--- config.mk ---
export PLATFORM = sky130hd
export DESIGN_NAME = sprite_blit_flip
export DESIGN_NICKNAME = d
export VERILOG_FILES = /design/src/sv/sbf_pkg.sv /design/src/sv/sprite_blit_flip.sv /design/src/sv/sbf_cfg.sv /design/src/sv/sbf_seq.sv /design/src/sv/sbf_pix.sv
export SDC_FILE = /design/constraint.sdc
export NUM_CORES = 1
export LEC_CHECK = 0
export BUFFER_PORTS_ARGS = -buffer_cell sky130_fd_sc_hd__buf_2
export CELL_PAD_IN_SITES_DETAIL_PLACEMENT = 0
export CELL_PAD_IN_SITES_GLOBAL_PLACEMENT = 2
export CORE_MARGIN = 10
export CORE_UTILIZATION = 35
export DETAILED_ROUTE_END_ITERATION = 10
export HOLD_SLACK_MARGIN = 0.15
export PLACE_DENSITY_LB_ADDON = 0.1
export RECOVER_POWER = 50
export SYNTH_ARGS = -nofsm -noshare
export SYNTH_HDL_FRONTEND = slang
export SYNTH_SLANG_ARGS = --single-unit
--- constraint.sdc ---
create_clock -name clk -period 3.8 [get_ports clk]
set_clock_uncertainty 0.15 [all_clocks]
set_input_delay 0.19 -clock clk [delete_from_list [all_inputs] [get_ports clk]]
set_output_delay 0.19 -clock clk [all_outputs]
set_load 0.01 [all_outputs]
--- src/sv/sbf_pkg.sv ---
// Package for the sprite blitter with X/Y mirroring.
// Holds the register map, flip-mode codes and the structs shared between the modules.
// No dependencies.
package sbf_pkg;

  // Register indexes on the configuration port
  localparam logic [2:0] REG_ORIGIN_X      = 3'd0;
  localparam logic [2:0] REG_ORIGIN_Y      = 3'd1;
  localparam logic [2:0] REG_SPRITE_WIDTH  = 3'd2;
  localparam logic [2:0] REG_SPRITE_HEIGHT = 3'd3;
  localparam logic [2:0] REG_COLOUR_MODE   = 3'd4;

  // Reset values
  localparam logic [7:0] RST_SIZE        = 8'd8;
  localparam logic [7:0] RST_COLOUR_MODE = 8'd1;

  // Flip-mode codes, high nibble of colour_mode
  localparam logic [3:0] MODE_FLIP_X  = 4'd1;
  localparam logic [3:0] MODE_FLIP_Y  = 4'd2;
  localparam logic [3:0] MODE_FLIP_XY = 4'd3;

  // Configuration register contents
  typedef struct packed {
    logic [7:0] origin_x;
    logic [7:0] origin_y;
    logic [7:0] sprite_width;
    logic [7:0] sprite_height;
    logic [7:0] colour_mode;
  } cfg_t;

  // Input stage contents: pixel plus the counter snapshot it was taken with
  typedef struct packed {
    logic [7:0] pixel;
    logic [7:0] col;
    logic [7:0] row;
    logic       last;
  } stage_t;

  // A zero size counts as one
  function automatic logic [7:0] eff_size(input logic [7:0] size);
    eff_size = (size == 8'd0) ? 8'd1 : size;
  endfunction

endpackage

--- src/sv/sprite_blit_flip.sv ---
// Sprite blitter with X/Y mirroring: pixels in, one frame-buffer write beat out per pixel.
// Top level; depends on sbf_pkg, sbf_cfg, sbf_seq and sbf_pix.
//
// Source pixels arrive one per beat in row-major order; the block tracks column and row
// and emits one write beat per pixel with the mirrored, origin-relative destination,
// the 4-bit shade and a write enable (low when the pixel-colour product is zero; the beat
// is still sent). out_tlast marks the final pixel of the sprite, after which the counters
// restart. Throughput is one pixel per clock while out_tready is high; pixels pass the
// input register and the result register, with ready passing straight back through both.
// Registers should be written only while no pixel is in flight; writes never touch the
// counters.
module sprite_blit_flip
  import sbf_pkg::*;
#(
  parameter int COORD_BITS = 8
) (
  input  logic        clk,
  input  logic        rst_n,
  // configuration port
  input  logic        cfg_we,
  input  logic [2:0]  cfg_index,
  input  logic [7:0]  cfg_wdata,
  // pixel input
  input  logic        in_tvalid,
  output logic        in_tready,
  input  logic [7:0]  in_tdata,   // [7:0] pixel_value
  // frame-buffer write output
  output logic        out_tvalid,
  input  logic        out_tready,
  output logic [23:0] out_tdata,  // [7:0] dest_x, [15:8] dest_y, [19:16] shade, rest zero
  output logic        out_tuser,  // [0] write_enable
  output logic        out_tlast   // last_pixel
);

  cfg_t   cfg;
  stage_t stg;
  logic   stg_valid;
  logic   stg_ready;

  sbf_cfg u_cfg (
    .clk       (clk),
    .rst_n     (rst_n),
    .cfg_we    (cfg_we),
    .cfg_index (cfg_index),
    .cfg_wdata (cfg_wdata),
    .cfg       (cfg)
  );

  sbf_seq u_seq (
    .clk       (clk),
    .rst_n     (rst_n),
    .cfg       (cfg),
    .in_tvalid (in_tvalid),
    .in_tready (in_tready),
    .in_pixel  (in_tdata),
    .stg_ready (stg_ready),
    .stg_valid (stg_valid),
    .stg       (stg)
  );

  sbf_pix #(
    .COORD_BITS (COORD_BITS)
  ) u_pix (
    .clk        (clk),
    .rst_n      (rst_n),
    .cfg        (cfg),
    .stg_valid  (stg_valid),
    .stg        (stg),
    .stg_ready  (stg_ready),
    .out_tvalid (out_tvalid),
    .out_tready (out_tready),
    .out_tdata  (out_tdata),
    .out_tuser  (out_tuser),
    .out_tlast  (out_tlast)
  );

endmodule

--- src/sv/sbf_cfg.sv ---
// Configuration register file of the sprite blitter.
// Depends on sbf_pkg.
module sbf_cfg
  import sbf_pkg::*;
(
  input  logic       clk,
  input  logic       rst_n,
  input  logic       cfg_we,
  input  logic [2:0] cfg_index,
  input  logic [7:0] cfg_wdata,
  output cfg_t       cfg
);

  cfg_t cfg_r;

  // Register writes; unknown indexes are dropped
  always_ff @(posedge clk) begin
    if (!rst_n) begin
      cfg_r.origin_x      <= '0;
      cfg_r.origin_y      <= '0;
      cfg_r.sprite_width  <= RST_SIZE;
      cfg_r.sprite_height <= RST_SIZE;
      cfg_r.colour_mode   <= RST_COLOUR_MODE;
    end else if (cfg_we) begin
      unique case (cfg_index)
        REG_ORIGIN_X:      cfg_r.origin_x      <= cfg_wdata;
        REG_ORIGIN_Y:      cfg_r.origin_y      <= cfg_wdata;
        REG_SPRITE_WIDTH:  cfg_r.sprite_width  <= cfg_wdata;
        REG_SPRITE_HEIGHT: cfg_r.sprite_height <= cfg_wdata;
        REG_COLOUR_MODE:   cfg_r.colour_mode   <= cfg_wdata;
        default: ;
      endcase
    end
  end

  assign cfg = cfg_r;

endmodule

--- src/sv/sbf_seq.sv ---
// Column/row sequencer and input register of the sprite blitter.
// Depends on sbf_pkg.
module sbf_seq
  import sbf_pkg::*;
(
  input  logic       clk,
  input  logic       rst_n,
  input  cfg_t       cfg,
  input  logic       in_tvalid,
  output logic       in_tready,
  input  logic [7:0] in_pixel,
  input  logic       stg_ready,
  output logic       stg_valid,
  output stage_t     stg
);

  logic [7:0] col_r, col_nxt;
  logic [7:0] row_r, row_nxt;
  logic       valid_r, valid_nxt;
  stage_t     stg_r;
  logic [7:0] w_eff, h_eff;
  logic       row_end, col_end, last;
  logic       accept;

  // Input register empties when downstream takes it
  assign in_tready = !valid_r || stg_ready;
  assign accept    = in_tvalid && in_tready;

  // End-of-row / end-of-sprite tests on the current counters
  always_comb begin
    w_eff   = eff_size(cfg.sprite_width);
    h_eff   = eff_size(cfg.sprite_height);
    row_end = ({1'b0, col_r} + 9'd1) >= {1'b0, w_eff};
    col_end = ({1'b0, row_r} + 9'd1) >= {1'b0, h_eff};
    last    = row_end && col_end;
  end

  // Counter advance per accepted beat
  always_comb begin
    col_nxt   = col_r;
    row_nxt   = row_r;
    valid_nxt = valid_r;
    if (accept) begin
      valid_nxt = 1'b1;
      if (last) begin
        col_nxt = '0;
        row_nxt = '0;
      end else if (row_end) begin
        col_nxt = '0;
        row_nxt = row_r + 8'd1;
      end else begin
        col_nxt = col_r + 8'd1;
      end
    end else if (stg_ready) begin
      valid_nxt = 1'b0;
    end
  end

  always_ff @(posedge clk) begin
    if (!rst_n) begin
      col_r   <= '0;
      row_r   <= '0;
      valid_r <= 1'b0;
    end else begin
      col_r   <= col_nxt;
      row_r   <= row_nxt;
      valid_r <= valid_nxt;
    end
  end

  // Payload capture, no reset
  always_ff @(posedge clk) begin
    if (accept) begin
      stg_r.pixel <= in_pixel;
      stg_r.col   <= col_r;
      stg_r.row   <= row_r;
      stg_r.last  <= last;
    end
  end

  assign stg_valid = valid_r;
  assign stg       = stg_r;

endmodule

--- src/sv/sbf_pix.sv ---
// Pixel datapath and result register: mirroring, coordinate add, shade.
// Depends on sbf_pkg.
module sbf_pix
  import sbf_pkg::*;
#(
  parameter int COORD_BITS = 8
) (
  input  logic        clk,
  input  logic        rst_n,
  input  cfg_t        cfg,
  input  logic        stg_valid,
  input  stage_t      stg,
  output logic        stg_ready,
  output logic        out_tvalid,
  input  logic        out_tready,
  output logic [23:0] out_tdata,
  output logic        out_tuser,
  output logic        out_tlast
);

  // Wrap to COORD_BITS; above 8 bits the byte-wide output already wraps
  localparam int         MaskBits  = (COORD_BITS < 8) ? COORD_BITS : 8;
  localparam logic [7:0] CoordMask = 8'((1 << MaskBits) - 1);

  logic       valid_r;
  logic [7:0] dx_r, dy_r;
  logic [3:0] shade_r;
  logic       we_r, last_r;

  logic [3:0] mode;
  logic       flip_x, flip_y;
  logic [7:0] off_x, off_y;
  logic [7:0] dx_nxt, dy_nxt;
  logic [7:0] product;
  logic       we_nxt;
  logic [3:0] shade_nxt;

  assign stg_ready = !valid_r || out_tready;

  // Mirror, offset and shade
  always_comb begin
    mode      = cfg.colour_mode[7:4];
    flip_x    = (mode == MODE_FLIP_X) || (mode == MODE_FLIP_XY);
    flip_y    = (mode == MODE_FLIP_Y) || (mode == MODE_FLIP_XY);
    off_x     = flip_x ? (eff_size(cfg.sprite_width)  - 8'd1 - stg.col) : stg.col;
    off_y     = flip_y ? (eff_size(cfg.sprite_height) - 8'd1 - stg.row) : stg.row;
    dx_nxt    = (cfg.origin_x + off_x) & CoordMask;
    dy_nxt    = (cfg.origin_y + off_y) & CoordMask;
    product   = 8'(16'(stg.pixel) * 16'(cfg.colour_mode));
    we_nxt    = (product != 8'd0);
    shade_nxt = product[3:0];
  end

  // Result register valid
  always_ff @(posedge clk) begin
    if (!rst_n) begin
      valid_r <= 1'b0;
    end else if (stg_ready) begin
      valid_r <= stg_valid;
    end
  end

  // Result payload
  always_ff @(posedge clk) begin
    if (stg_ready && stg_valid) begin
      dx_r    <= dx_nxt;
      dy_r    <= dy_nxt;
      shade_r <= shade_nxt;
      we_r    <= we_nxt;
      last_r  <= stg.last;
    end
  end

  assign out_tvalid = valid_r;
  assign out_tdata  = {4'd0, shade_r, dy_r, dx_r};
  assign out_tuser  = we_r;
  assign out_tlast  = last_r;

endmodule

==> results of run 1 <==
==> repair_timing <==
| action | in CTS | in global routing |
|---|---|---|
| gates resized for setup | 7 | 22 |
| pin swaps | 5 | 33 |
| buffers inserted | 0 | 3 |
| cloned | 0 | 0 |
| hold endpoints to repair | 50 | 0 |
| setup endpoints to repair | 1 | 3 |
| hold buffers | 19 | 0 |
==> final cells by class <==
type | count | area [um^2] | share of cell area (%)
clock buffers | 9 | 225 | 2.92
clock inverters | 7 | 55.1 | 0.713
inverters | 56 | 213 | 2.76
multi-input cells | 504 | 3760 | 48.7
flip-flops and latches | 105 | 2580 | 33.4
well taps | 229 | 287 | 3.71
repair buffers | 95 | 601 | 7.78
==> how the worst max path moves through the flow <==
stage,from,endpoint,slack (ns),cells after the start
after floorplan,u_seq.stg[17],u_pix.out_tuser,0.01,13
after global placement,u_cfg.cfg[4],u_pix.out_tuser,-0.06,13
after detailed placement,u_cfg.cfg[4],u_pix.out_tuser,-0.11,13
after CTS,u_seq.stg[18],u_pix.out_tuser,0.003,13
after global routing,u_seq.stg[18],u_pix.out_tuser,-0.006,10
final,u_seq.stg[18],u_pix.out_tuser,0.06,10
==> stage by stage <==
stage	cells	TNS (ns)	hold WS (ns)
floorplan	688	0	0.139
global placement	967	-0.0609	0.218
detailed placement	967	-0.112	0.218
CTS	1002	0	0.186
global route	1005	-0.00615	0.222
finish	1005	0	0.188
==> layout by cell type, fill, tap and decap left out, types with 5 or more instances in the layout <==
| cell type | Yosys | routed |
|---|---|---|
| nand2_1 | 129 | 127 |
| ha_1 | 62 | 57 |
| dfxtp_1 | 58 | 55 |
| inv_1 | 54 | 52 |
| edfxtp_1 | 47 | 47 |
| a21boi_0 | 42 | 40 |
| xnor2_1 | 34 | 34 |
| clkbuf_1 | 19 | 30 |
| buf_4 | 4 | 27 |
| and2_1 | 25 | 21 |
| a21oi_1 | 22 | 20 |
| dlygate4sd3_1 | 0 | 19 |
| buf_2 | 0 | 19 |
| nand3_1 | 18 | 18 |
| xor2_1 | 17 | 17 |
| nor2_1 | 17 | 17 |
| nor2b_1 | 15 | 14 |
| o21ai_0 | 14 | 12 |
| a21o_1 | 11 | 11 |
| fa_1 | 16 | 11 |
| clkbuf_16 | 0 | 9 |
| nor3_1 | 8 | 7 |
| and3_1 | 6 | 6 |
| or2_2 | 5 | 5 |
| o21a_1 | 5 | 5 |
| fa_2 | 0 | 5 |
==> power by group through the flow <==
stage / Sequential, mW / Combinational, mW / Clock (mW)
final: 1.25 / 0.339 / 0.896
after detailed placement: 1.28 / 0.319 / 0
after global routing: 1.26 / 0.384 / 0.978
after global placement: 1.27 / 0.313 / 0
after floorplan: 1.28 / 0.202 / 0
after CTS: 1.25 / 0.339 / 0.935
==> state kept, by name, summed over array words and instances, names as in the netlist <==
signal,count
u_pix.shade_r,4
u_pix.out_tuser,1
u_seq.stg_valid,1
u_seq.stg,25
u_cfg.cfg,40
u_pix.out_tlast,1
u_pix.out_tvalid,1
u_seq.col_r,8
u_pix.dx_r,8
u_pix.dy_r,8
u_seq.row_r,8
==> worst max-delay path, stage by stage (launching register included) <==
cell and delay [ns]:
edfxtp_1 0.47, and2_4 0.18, ha_2 0.17, fa_1 0.55, ha_4 0.21, fa_1 0.50
inv_1 0.06, fa_1 0.54, or4b_4 0.46, nor3_2 0.12, nand3_1 0.09
==> cells by family (layout without fill, tap and decap cells) <==
group | Yosys count | count (layout)
AOI/OAI and AO/OA | 125 | 125
xor gates and xnor gates | 51 | 51
adders and majority gates | 78 | 78
buffers and inverters | 79 | 167
DFF | 105 | 105
muxes | 3 | 3
other | 1 | 4
and+or+nand+nor | 243 | 243
==> per-layer routing <==
layer  track usage, %  wire [um]  vias to the layer above
li1                 -          -                     2499
met1             16.5       7520                     2276
met2             22.1       7650                       56
met3             1.92        408                       16
met4             4.49        221                        0
met5                0          0                        -
==> Yosys cell counts (2+ instances only) <==
| cell | instances |
|---|---|
| nand2_1 | 129 |
| ha_1 | 62 |
| dfxtp_1 | 58 |
| inv_1 | 54 |
| edfxtp_1 | 47 |
| a21boi_0 | 42 |
| xnor2_1 | 34 |
| and2_1 | 25 |
| a21oi_1 | 22 |
| clkbuf_1 | 19 |
| nand3_1 | 18 |
| nor2_1 | 17 |
| xor2_1 | 17 |
| fa_1 | 16 |
| nor2b_1 | 15 |
| o21ai_0 | 14 |
| a21o_1 | 11 |
| nor3_1 | 8 |
| and3_1 | 6 |
| o21a_1 | 5 |
| or2_2 | 5 |
| a22o_1 | 4 |
| buf_4 | 4 |
| o211ai_1 | 4 |
| o31ai_1 | 4 |
| a31oi_1 | 3 |
| a41o_1 | 3 |
| mux2_2 | 3 |
| nand4_1 | 3 |
| nor4_1 | 3 |
| a2bb2oi_1 | 2 |
| nand2b_1 | 2 |
| nand3b_1 | 2 |
| o21bai_1 | 2 |
| o41ai_1 | 2 |
| or3_1 | 2 |
==> results.md, run 1 <==
* Clk sinks at 105
* DR vias/cell at 4.82
* Final wirelength at approximately 16000 um
* Post-synth top area share at 21.6%
* Worst EP arrival at approximately 3.7 ns
* Final #Nets at between 800 and 900
* Mapped Cells at 685
* Grt ovf at 0
* Tot Pwr at roughly 2.5 mW
* Adder-cell area share of the yosys netlist at 16.8%
* Fillers at roughly 1800
* CTS root buffer: clkbuf_16
* Worst hold start: cfg_index[1]
* Yosys top cell by area: edfxtp_1
* Crit path time final at ~3.7 ns
* Largest family of logic cells by synthesized area: simple AND/OR/NAND/NOR gates
* Post-synth EDFFs at 47
* Std cell rows at a little under 50
* Dpl ws at -0.112 ns
* Routed len/inst at about 16 um
* Register area share after synthesis at between 30% and 40%
* CP Capture Type: flop
* I/O pin cnt at 52
* Reg2reg path depth at 10
* CTS Buf Count at 9
* Final Hold Fails at 0
* Core Footprint at 18100 um^2
* Cell Area, Synth at about 6500 um^2
* Internal power at around 1.8 mW
* Hold Path Class: input pin to flop
* DIE HEIGHT at roughly 160 um
* Finished Cell Area at a little under 8000 um^2
* Layout Utilization at 42.5%
* Largest net degree at the start of global routing at 54
* Post-synthesis xor/xnor area fraction at under 10%
* GPL Wtd Cong at around 0.8
* Largest cells by area after synthesis: edfxtp_1 (22%), dfxtp_1 (18%), ha_1 (12%)
* Syn. warnings at 0
* Drt pass-1 iters at 4
* H-Tree Depth at 3
* Clk pin slew, worst setup/hold paths at 0.08 ns
* Simple-Gate Fraction of Synth Area at roughly 18%
* Worst-Margin Slew at between 1 and 1.5 ns
* Switching share of power at 26.5%
* Reg power frac at ~50%
* Final period util at just under 100%
* Startpoint Class: flop
* Reg-to-reg endpoint: u_pix.out_tuser
* Critical path class: flop to flop
* Worst skew pair latency at 0.36 ns
* Slew HR at approximately 3.4%
* Clock Path Buffers at 2
* Top FF cell, synth: dfxtp_1
* Hold Path Sink: u_cfg.cfg[30]
* Diodes inserted at 0
* Detail Route Antenna Nets at 0
* Die area at about 24000 um^2
* Buffers on Ports at 47
* Yosys reg bits at around 110
* Maximum VDD drop at roughly 0.00021 V
* Synth async-reset ratio at 0%
* Hold path depth at 4
* Synth Area in Compound Gates at 13.8%
* Comb pwr share at a little over an eighth
* Max Cap Viol at 0
* Fraction of synthesized area in multiplexers at 0.518%
* Critical path data required time at approximately 3.8 ns
* Vias in the first global route at between 4000 and 5000
* Fraction of layout cells with a size suffix above 1 at about 14%
* Max FO, Critical Path at 4
* Total routing usage reported by global routing at 13.0%
* Area post-placement at slightly above 7000 um^2
* Clock Power Share at about 36%
* Status: finished clean
* R2R Setup Slk at 0.06 ns
* Via count at roughly 4800
* Crit path setup slack, layout at ~0.064 ns
* Netlist cell types at 54
* Avg Synthesized Cell Area at approximately 9.5 um^2
* Slew Viols, Final at 0
* Worst r2r src: u_seq.stg[18]
* Area added between synthesis and finish at 18.4%
* DP Wirelength at around 12000 um
* Chip width at between 150 and 200 um
* LEAKAGE at around 3.2 nW
* Drt initial violations at around 210
* First-pass GRT wire length at 25200 um
* CTS tree: built
* Final setup viols at 0
* Starting density of the core at between 30% and 40%
* Net Sw Power at around 660 uW
* Power Dens Cells at approximately 320 nW/um^2
* Initial antenna violation count at 0
* F_max at about 270 MHz
* DRC Markers at 0
(Power assumes the default switching activity.)
==> run 2: changes to the inputs <==
--- a/config.mk
+++ b/config.mk
@@ -5,11 +5,12 @@
 export SDC_FILE = /design/constraint.sdc
 export NUM_CORES = 1
 export LEC_CHECK = 0
+export ABC_AREA = 1
 export BUFFER_PORTS_ARGS = -buffer_cell sky130_fd_sc_hd__buf_2
 export CELL_PAD_IN_SITES_DETAIL_PLACEMENT = 0
 export CELL_PAD_IN_SITES_GLOBAL_PLACEMENT = 2
 export CORE_MARGIN = 10
-export CORE_UTILIZATION = 35
+export CORE_UTILIZATION = 33
 export DETAILED_ROUTE_END_ITERATION = 10
 export HOLD_SLACK_MARGIN = 0.15
 export PLACE_DENSITY_LB_ADDON = 0.1
==> results.md, run 2 <==
* Die area at 25900 um^2 (+5.9%)
* DP Wirelength at 13300 um (+8.5%)
* Fraction of layout cells with a size suffix above 1 at 11.9% (-2.1 points)
* Std cell rows at 51 (+4.1%)
* RSZ-0062 raised after global routing: true
* Final period util at 102% (+3.7 points)
* Crit path depth at 19 (+9)
* Cell Area, Synth at 6560 um^2 (+0.63%)
* Clock Path Buffers at 2 (unchanged)
* Post-synth EDFFs at 47 (unchanged)
* Chip width at 161 um (+2.9%)
* Initial antenna violation count at 0 (unchanged)
* Post-synth top area share at 21.5% (-0.14 points)
* H-Tree Depth at 3 (unchanged)
* Max FO, Critical Path at 4 (unchanged)
* DRC Markers at 0 (unchanged)
* Worst EP arrival at 3.83 ns (+0.13 ns)
* Most common cell in the synthesized netlist: nand2_1
* Slowest-stage cell, CP: fa_1
* Clk sinks at 105 (unchanged)
* Critical path data required time at 3.75 ns (about the same)
* Most common cell on crit path: nand2_1
* Worst skew pair latency at 0.35 ns (about the same)
* Grt ovf at 0 (unchanged)
* Mapped Cells at 779 (+14%)
* Max reg flops at 40 (unchanged)
* Most frequent cells in the layout: nand2_1 (135), inv_1 (116), nor2_1 (67), ha_1 (59), o21ai_0 (57)
* Avg Synthesized Cell Area at 8.42 um^2 (-12%)
* Final Hold Fails at 0 (unchanged)
* Synth async-reset ratio at 0% (unchanged)
* Crit-path cells: nand2_2 -> fa_2 -> fa_1 -> inv_1 -> fa_1 -> inv_2 -> fa_1 -> inv_2 -> ha_4 -> nand2_2 -> nor2_2 -> a211oi_2 -> nand3b_1 -> nand2_1 -> nand2_1 -> nand2_1 -> nand2_1 -> nand2_1 -> nand2_1
* Reg2reg path depth at 19 (+9)
* Crit path setup slack, layout at -0.0777 ns (-0.141 ns)
* Dpl ws at -0.177 ns (-0.0647 ns)
* Power Dens Cells at 338 nW/um^2 (+4.9%)
* Crit path time final at 3.88 ns (+0.141 ns)
* Critical path class: flop to flop
* Final setup viols at 1 (+1)
* Commonest non-fill, non-tap cell in the layout: nand2_1
* Fin Hold WS at 0.193 ns (+0.00494 ns)
* Drt initial violations at 181 (-13%)
* CTS tree: built
* Routed len/inst at 14.7 um (-6.5%)
* Area added between synthesis and finish at 19.1%
* Core Footprint at 19500 um^2 (+7.6%)
* LEAKAGE at 3.67 nW (+14%)
* Final #Nets at 969 (+11%)
* Detail Route Antenna Nets at 0 (unchanged)
* Hold path depth at 5 (+1)
* Netlist cell types at 40 (-26%)
* Clk pin slew, worst setup/hold paths at 0.08 ns (about the same)
* Crit path max-delay family: adder cells
* Maximum VDD drop at 0.000202 V (-4.9%)
* Via count at 5174 (+6.7%)
* Final wirelength at 16700 um (+5.7%)
* Fillers at 2040 (+14%)
* Worst-Margin Slew at 1.86 ns (+0.407 ns)
* Slew HR at -23.7% (-27 points)
* Hold Path Class: input pin to flop
* Starting density of the core at 33.6% (-2.3 points)
* GPL Wtd Cong at 0.792 (-2.3%)
* Slew Viols, Final at 46 (+46)
* Yosys reg bits at 105 (unchanged)
* CTS Buf Count at 9 (unchanged)
* Max Cap Viol at 1 (+1)
* Status: finished with violations
* Synth Area in Compound Gates at 10.6% (-3.2 points)
* DIE HEIGHT at 161 um (+2.9%)
* Commonest cells in the synthesized netlist: nand2_1 (138), inv_1 (118), nor2_1 (68)
* Largest family of logic cells by synthesized area: simple AND/OR/NAND/NOR gates
* Fraction of synthesized area in multiplexers at 0.305% (-0.21 points)
* F_max at 258 MHz (-3.6%)
* Layout Utilization at 40.0% (-2.5 points)
* Yosys top cell by area: edfxtp_1
* Buffers on Ports at 47 (unchanged)
* Startpoint Class: flop
* Largest cells by area after synthesis: edfxtp_1 (22%), dfxtp_1 (18%), ha_1 (12%)
* Adder-cell area share of the yosys netlist at 16.7% (-0.11 points)
* First-pass GRT wire length at 27100 um (+7.5%)
* Failing checks: capacitance limit, slew limit, setup timing
* Drt pass-1 iters at 4 (unchanged)
* Post-synthesis xor/xnor area fraction at 6.81% (-0.043 points)
* Total routing usage reported by global routing at 13.0% (-0.050 points)
* DR vias/cell at 4.55 (-5.6%)
* I/O pin cnt at 52 (unchanged)
* Vias in the first global route at 5287 (+8.8%)
* CP max stage delay at 0.50 ns (-0.05 ns)
* Diodes inserted at 0 (unchanged)
* Syn. warnings at 0 (unchanged)
* Register area share after synthesis at 39.2% (-0.25 points)
* Largest net degree at the start of global routing at 46 (-15%)
* Top FF cell, synth: dfxtp_1
* Simple-Gate Fraction of Synth Area at 17.8% (+0.041 points)
* WP buf/inv at 3 (+2)
* CTS root buffer: clkbuf_16
* CP Capture Type: flop
[run 2: cell count changes in the layout (fill, tap and decap cells not counted), sizes merged, moves of 25 or more]
| cell | before | now |
|---|---|---|
| and2 | 25 | 0 |
| a21oi | 22 | 57 |
| inv | 57 | 124 |
| nor2 | 17 | 75 |
| a21boi | 43 | 0 |
| o21ai | 15 | 64 |
[run 2: stage by stage]
| stage | total power, mW | area, um^2 | cells | TNS [ns] |
|---|---|---|---|---|
| 3_3_place_gp | 1.69 | 7260 | 1096 | -0.218 |
| 4_1_cts | 2.68 | 7790 | 1133 | -0.114 |
| 2_1_floorplan | 1.55 | 6610 | 782 | 0 |
| 5_1_grt | 2.78 | 7820 | 1137 | -0.305 |
| 3_5_place_dp | 1.69 | 7260 | 1096 | -0.257 |
| 6_report | 2.64 | 7820 | 1137 | -0.0777 |
[run 2: final timing paths]
check	slack (ns)	end	from
setup / recovery	-0.08	u_pix.out_tuser	u_seq.stg[20]
hold / removal	0.19	u_cfg.cfg[11]	cfg_index[2]
setup reg to reg	-0.08	u_pix.out_tuser	u_seq.stg[20]
hold reg to reg	0.27	u_pix.out_tlast	u_seq.stg[0]
[run 2: area by class of cell]
type                            instances  area (um^2)  share of cell area [%]
Timing Repair Buffer                   98          623                    7.97
Multi-Input combinational cell        533         3530                    45.1
Sequential cell                       105         2570                    32.9
Clock inverter                          6         53.8                   0.688
Clock buffer                           10          250                    3.20
Inverter                              120          453                    5.80
Tap cell                              265          332                    4.24
[run 2: power breakdown]
| part | total (mW) | switching, mW | internal, mW |
|---|---|---|---|
| sequential | 1.27 | 0.0315 | 1.23 |
| combinational | 0.420 | 0.248 | 0.172 |
| clock | 0.955 | 0.455 | 0.499 |
[run 2: repair_timing]
item,4_1_cts,5_1_grt
setup endpoints to repair,2,3
hold endpoints to repair,48,0
pin swaps,2,8
gates resized for setup,5,13
setup buffers,2,4
hold buffers,19,0
[run 2: cell families (layout without fill, tap and decap cells)]
group	after synthesis	count (layout)
AOI/OAI and AO/OA	131	131
xor gates and xnor gates	51	51
adders and majority gates	78	78
buffers and inverters	144	234
DFF	105	105
muxes	2	2
other	1	4
and+or+nand+nor	267	267
[run 2: layer usage]
layer | global-route usage, % | part of all wire [%] | vias up
met5 | 0 | 0 | -
met4 | 3.35 | 1.2 | 0
met3 | 2.52 | 2.8 | 14
met2 | 22.4 | 48 | 64
met1 | 16.1 | 48 | 2399
li1 | - | - | 2697
[run 2: worst register-to-register path: stages (launching register included)]
cell and delay (ns):
edfxtp_1 0.41, nand2_2 0.08, fa_2 0.40, fa_1 0.50, inv_1 0.06, fa_1 0.49
inv_2 0.04, fa_1 0.49, inv_2 0.05, ha_4 0.27, nand2_2 0.05, nor2_2 0.10
a211oi_2 0.04, nand3b_1 0.18, nand2_1 0.07, nand2_1 0.06, nand2_1 0.06, nand2_1 0.04
nand2_1 0.05, nand2_1 0.05
